===== config.mk =====
export PLATFORM = sky130hd
export DESIGN_NAME = unique_fifo_queue
export DESIGN_NICKNAME = d
export VERILOG_FILES = /design/src/rtl/ufq_pkg.sv /design/src/rtl/unique_fifo_queue.sv
export VERILOG_INCLUDE_DIRS = /design/src /design/src/rtl
export SDC_FILE = /design/constraint.sdc
export NUM_CORES = 1
export LEC_CHECK = 0
export BUFFER_PORTS_ARGS = -buffer_cell sky130_fd_sc_hd__buf_2
export CAP_MARGIN = 20
export CORE_ASPECT_RATIO = 0.9
export CORE_MARGIN = 3
export CORE_UTILIZATION = 44
export DETAILED_ROUTE_END_ITERATION = 12
export SETUP_SLACK_MARGIN = 0.05
export SYNTH_ARGS = -nofsm -noshare
export SYNTH_HDL_FRONTEND = slang
export SYNTH_SLANG_ARGS = --single-unit
export TNS_END_PERCENT = 10

===== constraint.sdc =====
create_clock -name clk -period 10 [get_ports clk]
set_input_delay 0 -clock clk [delete_from_list [all_inputs] [get_ports clk]]
set_output_delay 0 -clock clk [all_outputs]
set_load 0.02 [all_outputs]

===== src/rtl/unique_fifo_queue_defines.svh =====
// assertion macros for the deduplicating queue
`ifndef UNIQUE_FIFO_QUEUE_DEFINES_SVH
`define UNIQUE_FIFO_QUEUE_DEFINES_SVH

// same-cycle implication, checked out of reset
`define UFQ_ASSERT_NOW(lbl, ante, cons, msg) \
	lbl: assert property (@(posedge clk) disable iff (!arst_n) (ante) |-> (cons)) \
		else $error(msg);

// next-cycle implication, checked out of reset
`define UFQ_ASSERT_NEXT(lbl, ante, cons, msg) \
	lbl: assert property (@(posedge clk) disable iff (!arst_n) (ante) |=> (cons)) \
		else $error(msg);

`endif


===== src/rtl/ufq_pkg.sv =====
// shared types and constants of the deduplicating queue
package ufq_pkg;

	// default sizes
	localparam int unsigned DEF_QUEUE_DEPTH = 16;
	localparam int unsigned DEF_VALUE_WIDTH = 32;

	// opcodes on the input tuser
	localparam logic OP_PUSH = 1'b0;
	localparam logic OP_POP  = 1'b1;

	// push status codes
	localparam logic [1:0] PUSH_ADDED    = 2'd0;
	localparam logic [1:0] PUSH_DUP      = 2'd1;
	localparam logic [1:0] PUSH_FULL     = 2'd2;
	localparam logic [1:0] PUSH_NOT_PUSH = 2'd3;

	// sequencer states
	typedef enum logic [1:0] {
		ST_IDLE,
		ST_SCAN,
		ST_POP_RD,
		ST_FINISH
	} ufq_state_t;

endpackage


===== src/rtl/unique_fifo_queue.sv =====
// deduplicating fifo: one shared compare unit sweeps the held entries per push
//
// channel  dir  tdata                                 tuser
// s_*      in   [31:0] item_value                     [0] opcode
// m_*      out  [31:0] pop_value, [36:32] entry_count [0] pop_valid, [2:1] push_status
//
// a pop reads the head entry in its read step before it finishes (an empty queue goes straight to finish); a push
// scans every held entry before it finishes (an empty queue finishes at once, a duplicate hit stops the scan early),
// paced by the single comparator that reads one stored entry per cycle from the memory.
// s_tready is high only while the sequencer is idle; a waiting result does not block it.
// a stalled m_tready holds the sequencer in its finish step until the result register frees.
// arst_n clears pointers, count and control; the entry memory is not cleared.
`include "unique_fifo_queue_defines.svh"

module unique_fifo_queue #(
	parameter int unsigned QUEUE_DEPTH = ufq_pkg::DEF_QUEUE_DEPTH,
	parameter int unsigned VALUE_WIDTH = ufq_pkg::DEF_VALUE_WIDTH
) (
	input  logic        clk,
	input  logic        arst_n,
	input  logic        s_tvalid,
	output logic        s_tready,
	input  logic [31:0] s_tdata,   // [31:0] item_value
	input  logic [0:0]  s_tuser,   // [0] opcode
	output logic        m_tvalid,
	input  logic        m_tready,
	output logic [39:0] m_tdata,   // [31:0] pop_value, [36:32] entry_count, rest zero
	output logic [2:0]  m_tuser    // [0] pop_valid, [2:1] push_status
);

	localparam int unsigned PTR_W = (QUEUE_DEPTH > 1) ? $clog2(QUEUE_DEPTH) : 1;
	localparam int unsigned CNT_W = $clog2(QUEUE_DEPTH + 1);
	localparam logic [PTR_W-1:0] LAST_SLOT = PTR_W'(QUEUE_DEPTH - 1);
	localparam logic [CNT_W-1:0] FULL_CNT  = CNT_W'(QUEUE_DEPTH);

	// wrap a slot pointer
	function automatic logic [PTR_W-1:0] next_slot(input logic [PTR_W-1:0] s);
		logic [PTR_W-1:0] r;
		r = (s == LAST_SLOT) ? '0 : s + 1'b1;
		return r;
	endfunction

	ufq_pkg::ufq_state_t state_q, state_d;

	logic                   op_q;
	logic [VALUE_WIDTH-1:0] value_q;
	logic [PTR_W-1:0]       head_q, tail_q, scan_ptr_q;
	logic [CNT_W-1:0]       count_q, scan_left_q;
	logic                   cmp_pend_q, dup_q;
	logic [VALUE_WIDTH-1:0] rd_data_q;
	logic [PTR_W-1:0]       rd_addr;
	logic                   mem_we;

	logic                   out_valid_q;
	logic                   pop_valid_q;
	logic [31:0]            pop_value_q;
	logic [1:0]             push_status_q;
	logic [4:0]             entry_count_q;

	logic                   in_fire, finish_fire, issue, hit;
	logic                   res_pop_valid;
	logic [1:0]             res_status;
	logic [CNT_W-1:0]       count_next;
	logic [63:0]            in_ext, rd_ext;
	logic [31:0]            count_ext;

	// entry memory, one write and one registered read port
	logic [VALUE_WIDTH-1:0] mem [QUEUE_DEPTH];

	always_ff @(posedge clk) begin
		if (mem_we) begin
			mem[tail_q] <= value_q;
		end
		rd_data_q <= mem[rd_addr];
	end

	// width conversions of values
	assign in_ext = 64'($signed(s_tdata));
	assign rd_ext = 64'($signed(rd_data_q));

	// shared comparator and scan issue
	assign issue = (scan_left_q != '0);
	assign hit   = cmp_pend_q && (rd_data_q == value_q);
	assign rd_addr = (state_q == ufq_pkg::ST_SCAN) ? scan_ptr_q : head_q;

	// result of the item now finishing
	always_comb begin
		res_pop_valid = 1'b0;
		res_status    = ufq_pkg::PUSH_NOT_PUSH;
		count_next    = count_q;
		if (op_q == ufq_pkg::OP_PUSH) begin
			if (dup_q) begin
				res_status = ufq_pkg::PUSH_DUP;
			end else if (count_q >= FULL_CNT) begin
				res_status = ufq_pkg::PUSH_FULL;
			end else begin
				res_status = ufq_pkg::PUSH_ADDED;
				count_next = count_q + 1'b1;
			end
		end else if (count_q != '0) begin
			res_pop_valid = 1'b1;
			count_next    = count_q - 1'b1;
		end
	end

	assign count_ext = 32'(count_next);

	// sequencer next state and handshakes
	always_comb begin
		state_d     = state_q;
		s_tready    = 1'b0;
		in_fire     = 1'b0;
		finish_fire = 1'b0;
		mem_we      = 1'b0;
		case (state_q)
			ufq_pkg::ST_IDLE: begin
				s_tready = 1'b1;
				in_fire  = s_tvalid;
				if (s_tvalid) begin
					if (s_tuser[0] == ufq_pkg::OP_PUSH) begin
						state_d = ufq_pkg::ST_SCAN;
					end else if (count_q != '0) begin
						state_d = ufq_pkg::ST_POP_RD;
					end else begin
						state_d = ufq_pkg::ST_FINISH;
					end
				end
			end
			ufq_pkg::ST_SCAN: begin
				if (hit || (!issue && !cmp_pend_q)) begin
					state_d = ufq_pkg::ST_FINISH;
				end
			end
			ufq_pkg::ST_POP_RD: begin
				state_d = ufq_pkg::ST_FINISH;
			end
			ufq_pkg::ST_FINISH: begin
				if (!out_valid_q || m_tready) begin
					finish_fire = 1'b1;
					mem_we  = (op_q == ufq_pkg::OP_PUSH) && (res_status == ufq_pkg::PUSH_ADDED);
					state_d = ufq_pkg::ST_IDLE;
				end
			end
			default: begin
				state_d = ufq_pkg::ST_IDLE;
			end
		endcase
	end

	// state register
	always_ff @(posedge clk or negedge arst_n) begin
		if (!arst_n) begin
			state_q <= ufq_pkg::ST_IDLE;
		end else begin
			state_q <= state_d;
		end
	end

	// item capture, scan pointers and queue bookkeeping
	always_ff @(posedge clk or negedge arst_n) begin
		if (!arst_n) begin
			op_q        <= ufq_pkg::OP_PUSH;
			head_q      <= '0;
			tail_q      <= '0;
			count_q     <= '0;
			scan_ptr_q  <= '0;
			scan_left_q <= '0;
			cmp_pend_q  <= 1'b0;
			dup_q       <= 1'b0;
		end else begin
			if (in_fire) begin
				op_q        <= s_tuser[0];
				scan_ptr_q  <= head_q;
				scan_left_q <= count_q;
				cmp_pend_q  <= 1'b0;
				dup_q       <= 1'b0;
			end else if (state_q == ufq_pkg::ST_SCAN) begin
				cmp_pend_q <= issue;
				if (issue) begin
					scan_ptr_q  <= next_slot(scan_ptr_q);
					scan_left_q <= scan_left_q - 1'b1;
				end
				if (hit) begin
					dup_q <= 1'b1;
				end
			end
			if (finish_fire) begin
				count_q <= count_next;
				if (res_pop_valid) begin
					head_q <= next_slot(head_q);
				end
				if (mem_we) begin
					tail_q <= next_slot(tail_q);
				end
			end
		end
	end

	// pushed value, kept to the stored width
	always_ff @(posedge clk) begin
		if (in_fire) begin
			value_q <= in_ext[VALUE_WIDTH-1:0];
		end
	end

	// result register
	always_ff @(posedge clk or negedge arst_n) begin
		if (!arst_n) begin
			out_valid_q <= 1'b0;
		end else if (finish_fire) begin
			out_valid_q <= 1'b1;
		end else if (m_tready) begin
			out_valid_q <= 1'b0;
		end
	end

	always_ff @(posedge clk) begin
		if (finish_fire) begin
			pop_valid_q   <= res_pop_valid;
			pop_value_q   <= res_pop_valid ? rd_ext[31:0] : 32'd0;
			push_status_q <= res_status;
			entry_count_q <= count_ext[4:0];
		end
	end

	assign m_tvalid = out_valid_q;
	assign m_tdata  = {3'b000, entry_count_q, pop_value_q};
	assign m_tuser  = {push_status_q, pop_valid_q};

	// checks
	`UFQ_ASSERT_NOW(a_count_bound, 1'b1, count_q <= FULL_CNT, "held count above depth")
	`UFQ_ASSERT_NOW(a_scan_bound, state_q == ufq_pkg::ST_SCAN, scan_left_q <= count_q,
		"scan runs past held entries")
	`UFQ_ASSERT_NOW(a_pop_status, m_tvalid && m_tuser[0],
		m_tuser[2:1] == ufq_pkg::PUSH_NOT_PUSH, "popped item carries a push status")
	`UFQ_ASSERT_NEXT(a_count_hold, state_q != ufq_pkg::ST_FINISH, $stable(count_q),
		"count changed outside finish step")

endmodule


==> flow_metrics.py <==
metrics = {
    "worst_setup_path": {
        "cp.arrival_ns": 4.39,
        "endpoint_kind": "register",
        "criticalPathCategory": "reg2reg",
        "path_buf_inv": 3,
        "cp_slowest_cell": "buf_12",
        "worstPathRequired_ns": 10.42,
        "cp_top_family": "buffers and inverters",
        "cp-start-kind": "register",
        "critPathMaxFanout": 104,
        "cp.depth": 9,
        "cp_cell_sequence": "inv_1 > ha_1 > mux2i_4 > buf_4 > buf_12 > mux4_2 > and2_1 > a211oi_1 > a31oi_1",
        "slowest_delay_ns": 0.70,
        "r2r_cells": 9,
    },
    "clocking": {
        "clockBufferDepth": 3,
        "root_buffer": "clkbuf_16",
        "path_clk_slew_ns": 0.06,
        "h-tree-depth": 3,
        "postCtsHoldBufs": 38,
        "cts_setup_buffers": 0,
        "cts_sinks": 644,
        "cts_tree": "done",
        "cts_made_buffers": 66,
        "cts_resized": 0,
        "clk_latency_ns": 0.59,
    },
    "floorplanning": {
        "pin_count": 82,
        "core_mm2": 0.0549,
        "start_util": 0.450,
        "die_x_um": 256,
        "die_area_mm2": 0.0590,
        "rows": 81,
        "fp.dieH_um": 231,
    },
    "grt": {
        "grt_pass1_wl_um": 82600,
        "grt_pass1_vias": 12347,
        "antenna_found_initial": 0,
        "groute.usage.overall": 0.192,
        "grt_overflow_total": 0,
        "grt_max_degree": 129,
    },
    "routing": {
        "antenna_left": 0,
        "drt-total-wl_um": 55600,
        "drc": 0,
        "drtPass1Iterations": 5,
        "post_drt_wl_per_cell_um": 25.2,
        "vias": 12211,
        "vias_per_cell": 5.54,
        "drt_iter0_drc": 1231,
    },
    "timing": {
        "drv_slew": 0,
        "fin_skew_ns": 0.0272,
        "post-route-period-util": 0.397,
        "tightest_slew_ns": 1.04,
        "tns_ns": 0,
        "fin_ws_ns": 6.03,
        "finalWorstPathRequiredPeriod_ns": 3.97,
        "slew_headroom": 0.290,
        "rsz0062_at_grt": "no",
        "setup_viol": 0,
        "hold_viol": 0,
        "fmax_mhz": 252,
    },
    "power_and_ir_drop": {
        "vdd_drop_max_mv": 0.315,
        "combinationalPowerShare": 0.312,
        "p_leak_nw": 9.36,
        "power.share.clock": 0.271,
        "seqPwrFrac": 0.417,
        "power_switching_mw": 2.73,
        "p_per_area_mw_per_mm2": 303,
        "intPower_mw": 5.90,
        "switching_share": 0.317,
    },
    "synth": {
        "avgSynthCellArea_um2": 19.7,
        "synth_cell_type_count": 51,
        "netlist_top_cells_area": "edfxtp_1 71%, mux4_2 12%, dfrtp_1 2.8%",
        "synth_top_flop_cell": "edfxtp_1",
        "yosys.area.top_type": "edfxtp_1",
        "yosysWarnings": 0,
        "syn_inst": 1255,
        "post-synth-top-count-cell": "edfxtp_1",
        "yosys-top-cells-count": "584 x edfxtp_1, 128 x mux4_2, 96 x nand2_1",
        "synth_edf_count": 584,
        "ys_ff_latch": 644,
        "synth_top_area_frac": 0.710,
        "yosysSeqAreaShare": 0.765,
        "synth_area_mm2": 0.0247,
        "async_flop_share": 0.0435,
    },
    "placement": {
        "dp_hpwl_um": 27100,
        "port_buffers": 78,
        "gp_congestion": 0.762,
        "place_ws_ns": 5.97,
    },
    "finish": {
        "num_antenna_cells": 0,
        "syn2layout_area_growth_pct": 15.4,
        "regArea_mm2": 0.0189,
        "drive_gt1_frac": 0.241,
        "fillers": 4413,
        "multi_input_area_mm2": 0.00557,
        "nNetsFinal": 1457,
    },
    "worst_hold_path": {
        "min_delay_path_depth": 2,
        "min_path_type": "in2reg",
    },
    "outcome": {
        "outcome": "complete, no violations",
    },
    "job": {
        "maxCapViolCount": 0,
    },
}
[flip-flops by register name (all words and copies together), names as in the netlist, 2 cells and up]
register and cells:
mem 512, pop_value_q 32, rd_data_q 32, value_q 32, count_q 5, entry_count_q 5, scan_left_q 5, head_q 4
scan_ptr_q 4, tail_q 4, push_status_q 2, state_q 2
[layout make-up]
class,instances,share of cell area
clock inverters,21,0.00562
inverters,15,0.00198
flip-flops and latches,644,0.663
repair buffers,143,0.0351
multi-input cells,536,0.196
clock buffers,97,0.0661
well taps,747,0.0328
[layout by cell type, fill, tap and decap left out, drive strengths merged, types with 18 or more instances in the layout]
| cell | n |
|---|---|
| a211oi | 34 |
| a31oi | 35 |
| and2 | 65 |
| buf | 105 |
| clkbuf | 97 |
| clkinv | 18 |
| dfrtp | 28 |
| dfxtp | 32 |
| dlygate4sd3 | 38 |
| edfxtp | 584 |
| mux4 | 128 |
| nand2 | 96 |
| nor2 | 23 |
| xnor2 | 32 |
[cell families after synthesis]
group	count (synthesis)	share of synthesized area
adders and majority gates	14	0.00709
buffers and inverters	77	0.0165
and+or+nand+nor	226	0.0453
other	1	0.000152
AOI/OAI and AO/OA	112	0.0300
xor gates and xnor gates	42	0.0149
DFF	644	0.765
muxes	139	0.122
[metal layers]
| metal | part of all wire | track usage | wire length (um) | up-vias |
|---|---|---|---|---|
| met5 | 0 | 0 | 0 | - |
| met4 | 0.017 | 0.0461 | 963 | 0 |
| met3 | 0.061 | 0.0373 | 3370 | 73 |
| met2 | 0.48 | 0.305 | 26900 | 384 |
| met1 | 0.44 | 0.277 | 24400 | 6433 |
| li1 | - | - | - | 5321 |
[path summary, 6_finish.rpt]
path | from | end | slack, ns
setup / recovery | state_q[1] | rd_data_q[20] | 6.03
hold / removal | s_tdata[17] | value_q[17] | 0.12
setup reg to reg | state_q[1] | rd_data_q[20] | 6.03
hold reg to reg | rd_data_q[4] | pop_value_q[4] | 0.55
max in group asynchronous | arst_n | state_q[0] | 8.40
min in group asynchronous | arst_n | count_q[3] | 0.52
[metrics by stage]
step	power (mW)	std cells	hold WS, ns	utilization	instance area, um^2
floorplan	5.61	1257	-0.296	-	24700
global placement	6.35	2047	0.0762	0.474	26100
detailed placement	6.38	2047	0.0766	0.474	26100
CTS	8.75	2203	0.0758	0.519	28500
global route	9.09	2203	0.101	0.519	28500
finish	8.63	2203	0.117	0.519	28500
[power by group through the flow]
stage          clock network, mW  registers [mW]  logic, mW
2_1_floorplan                  0            3.64       1.97
3_3_place_gp                   0            3.65       2.70
3_5_place_dp                   0            3.66       2.72
4_1_cts                     2.39            3.60       2.75
5_1_grt                     2.51            3.64       2.94
6_report                    2.34            3.60       2.69
No activity file was read; power rests on OpenSTA's default activity.
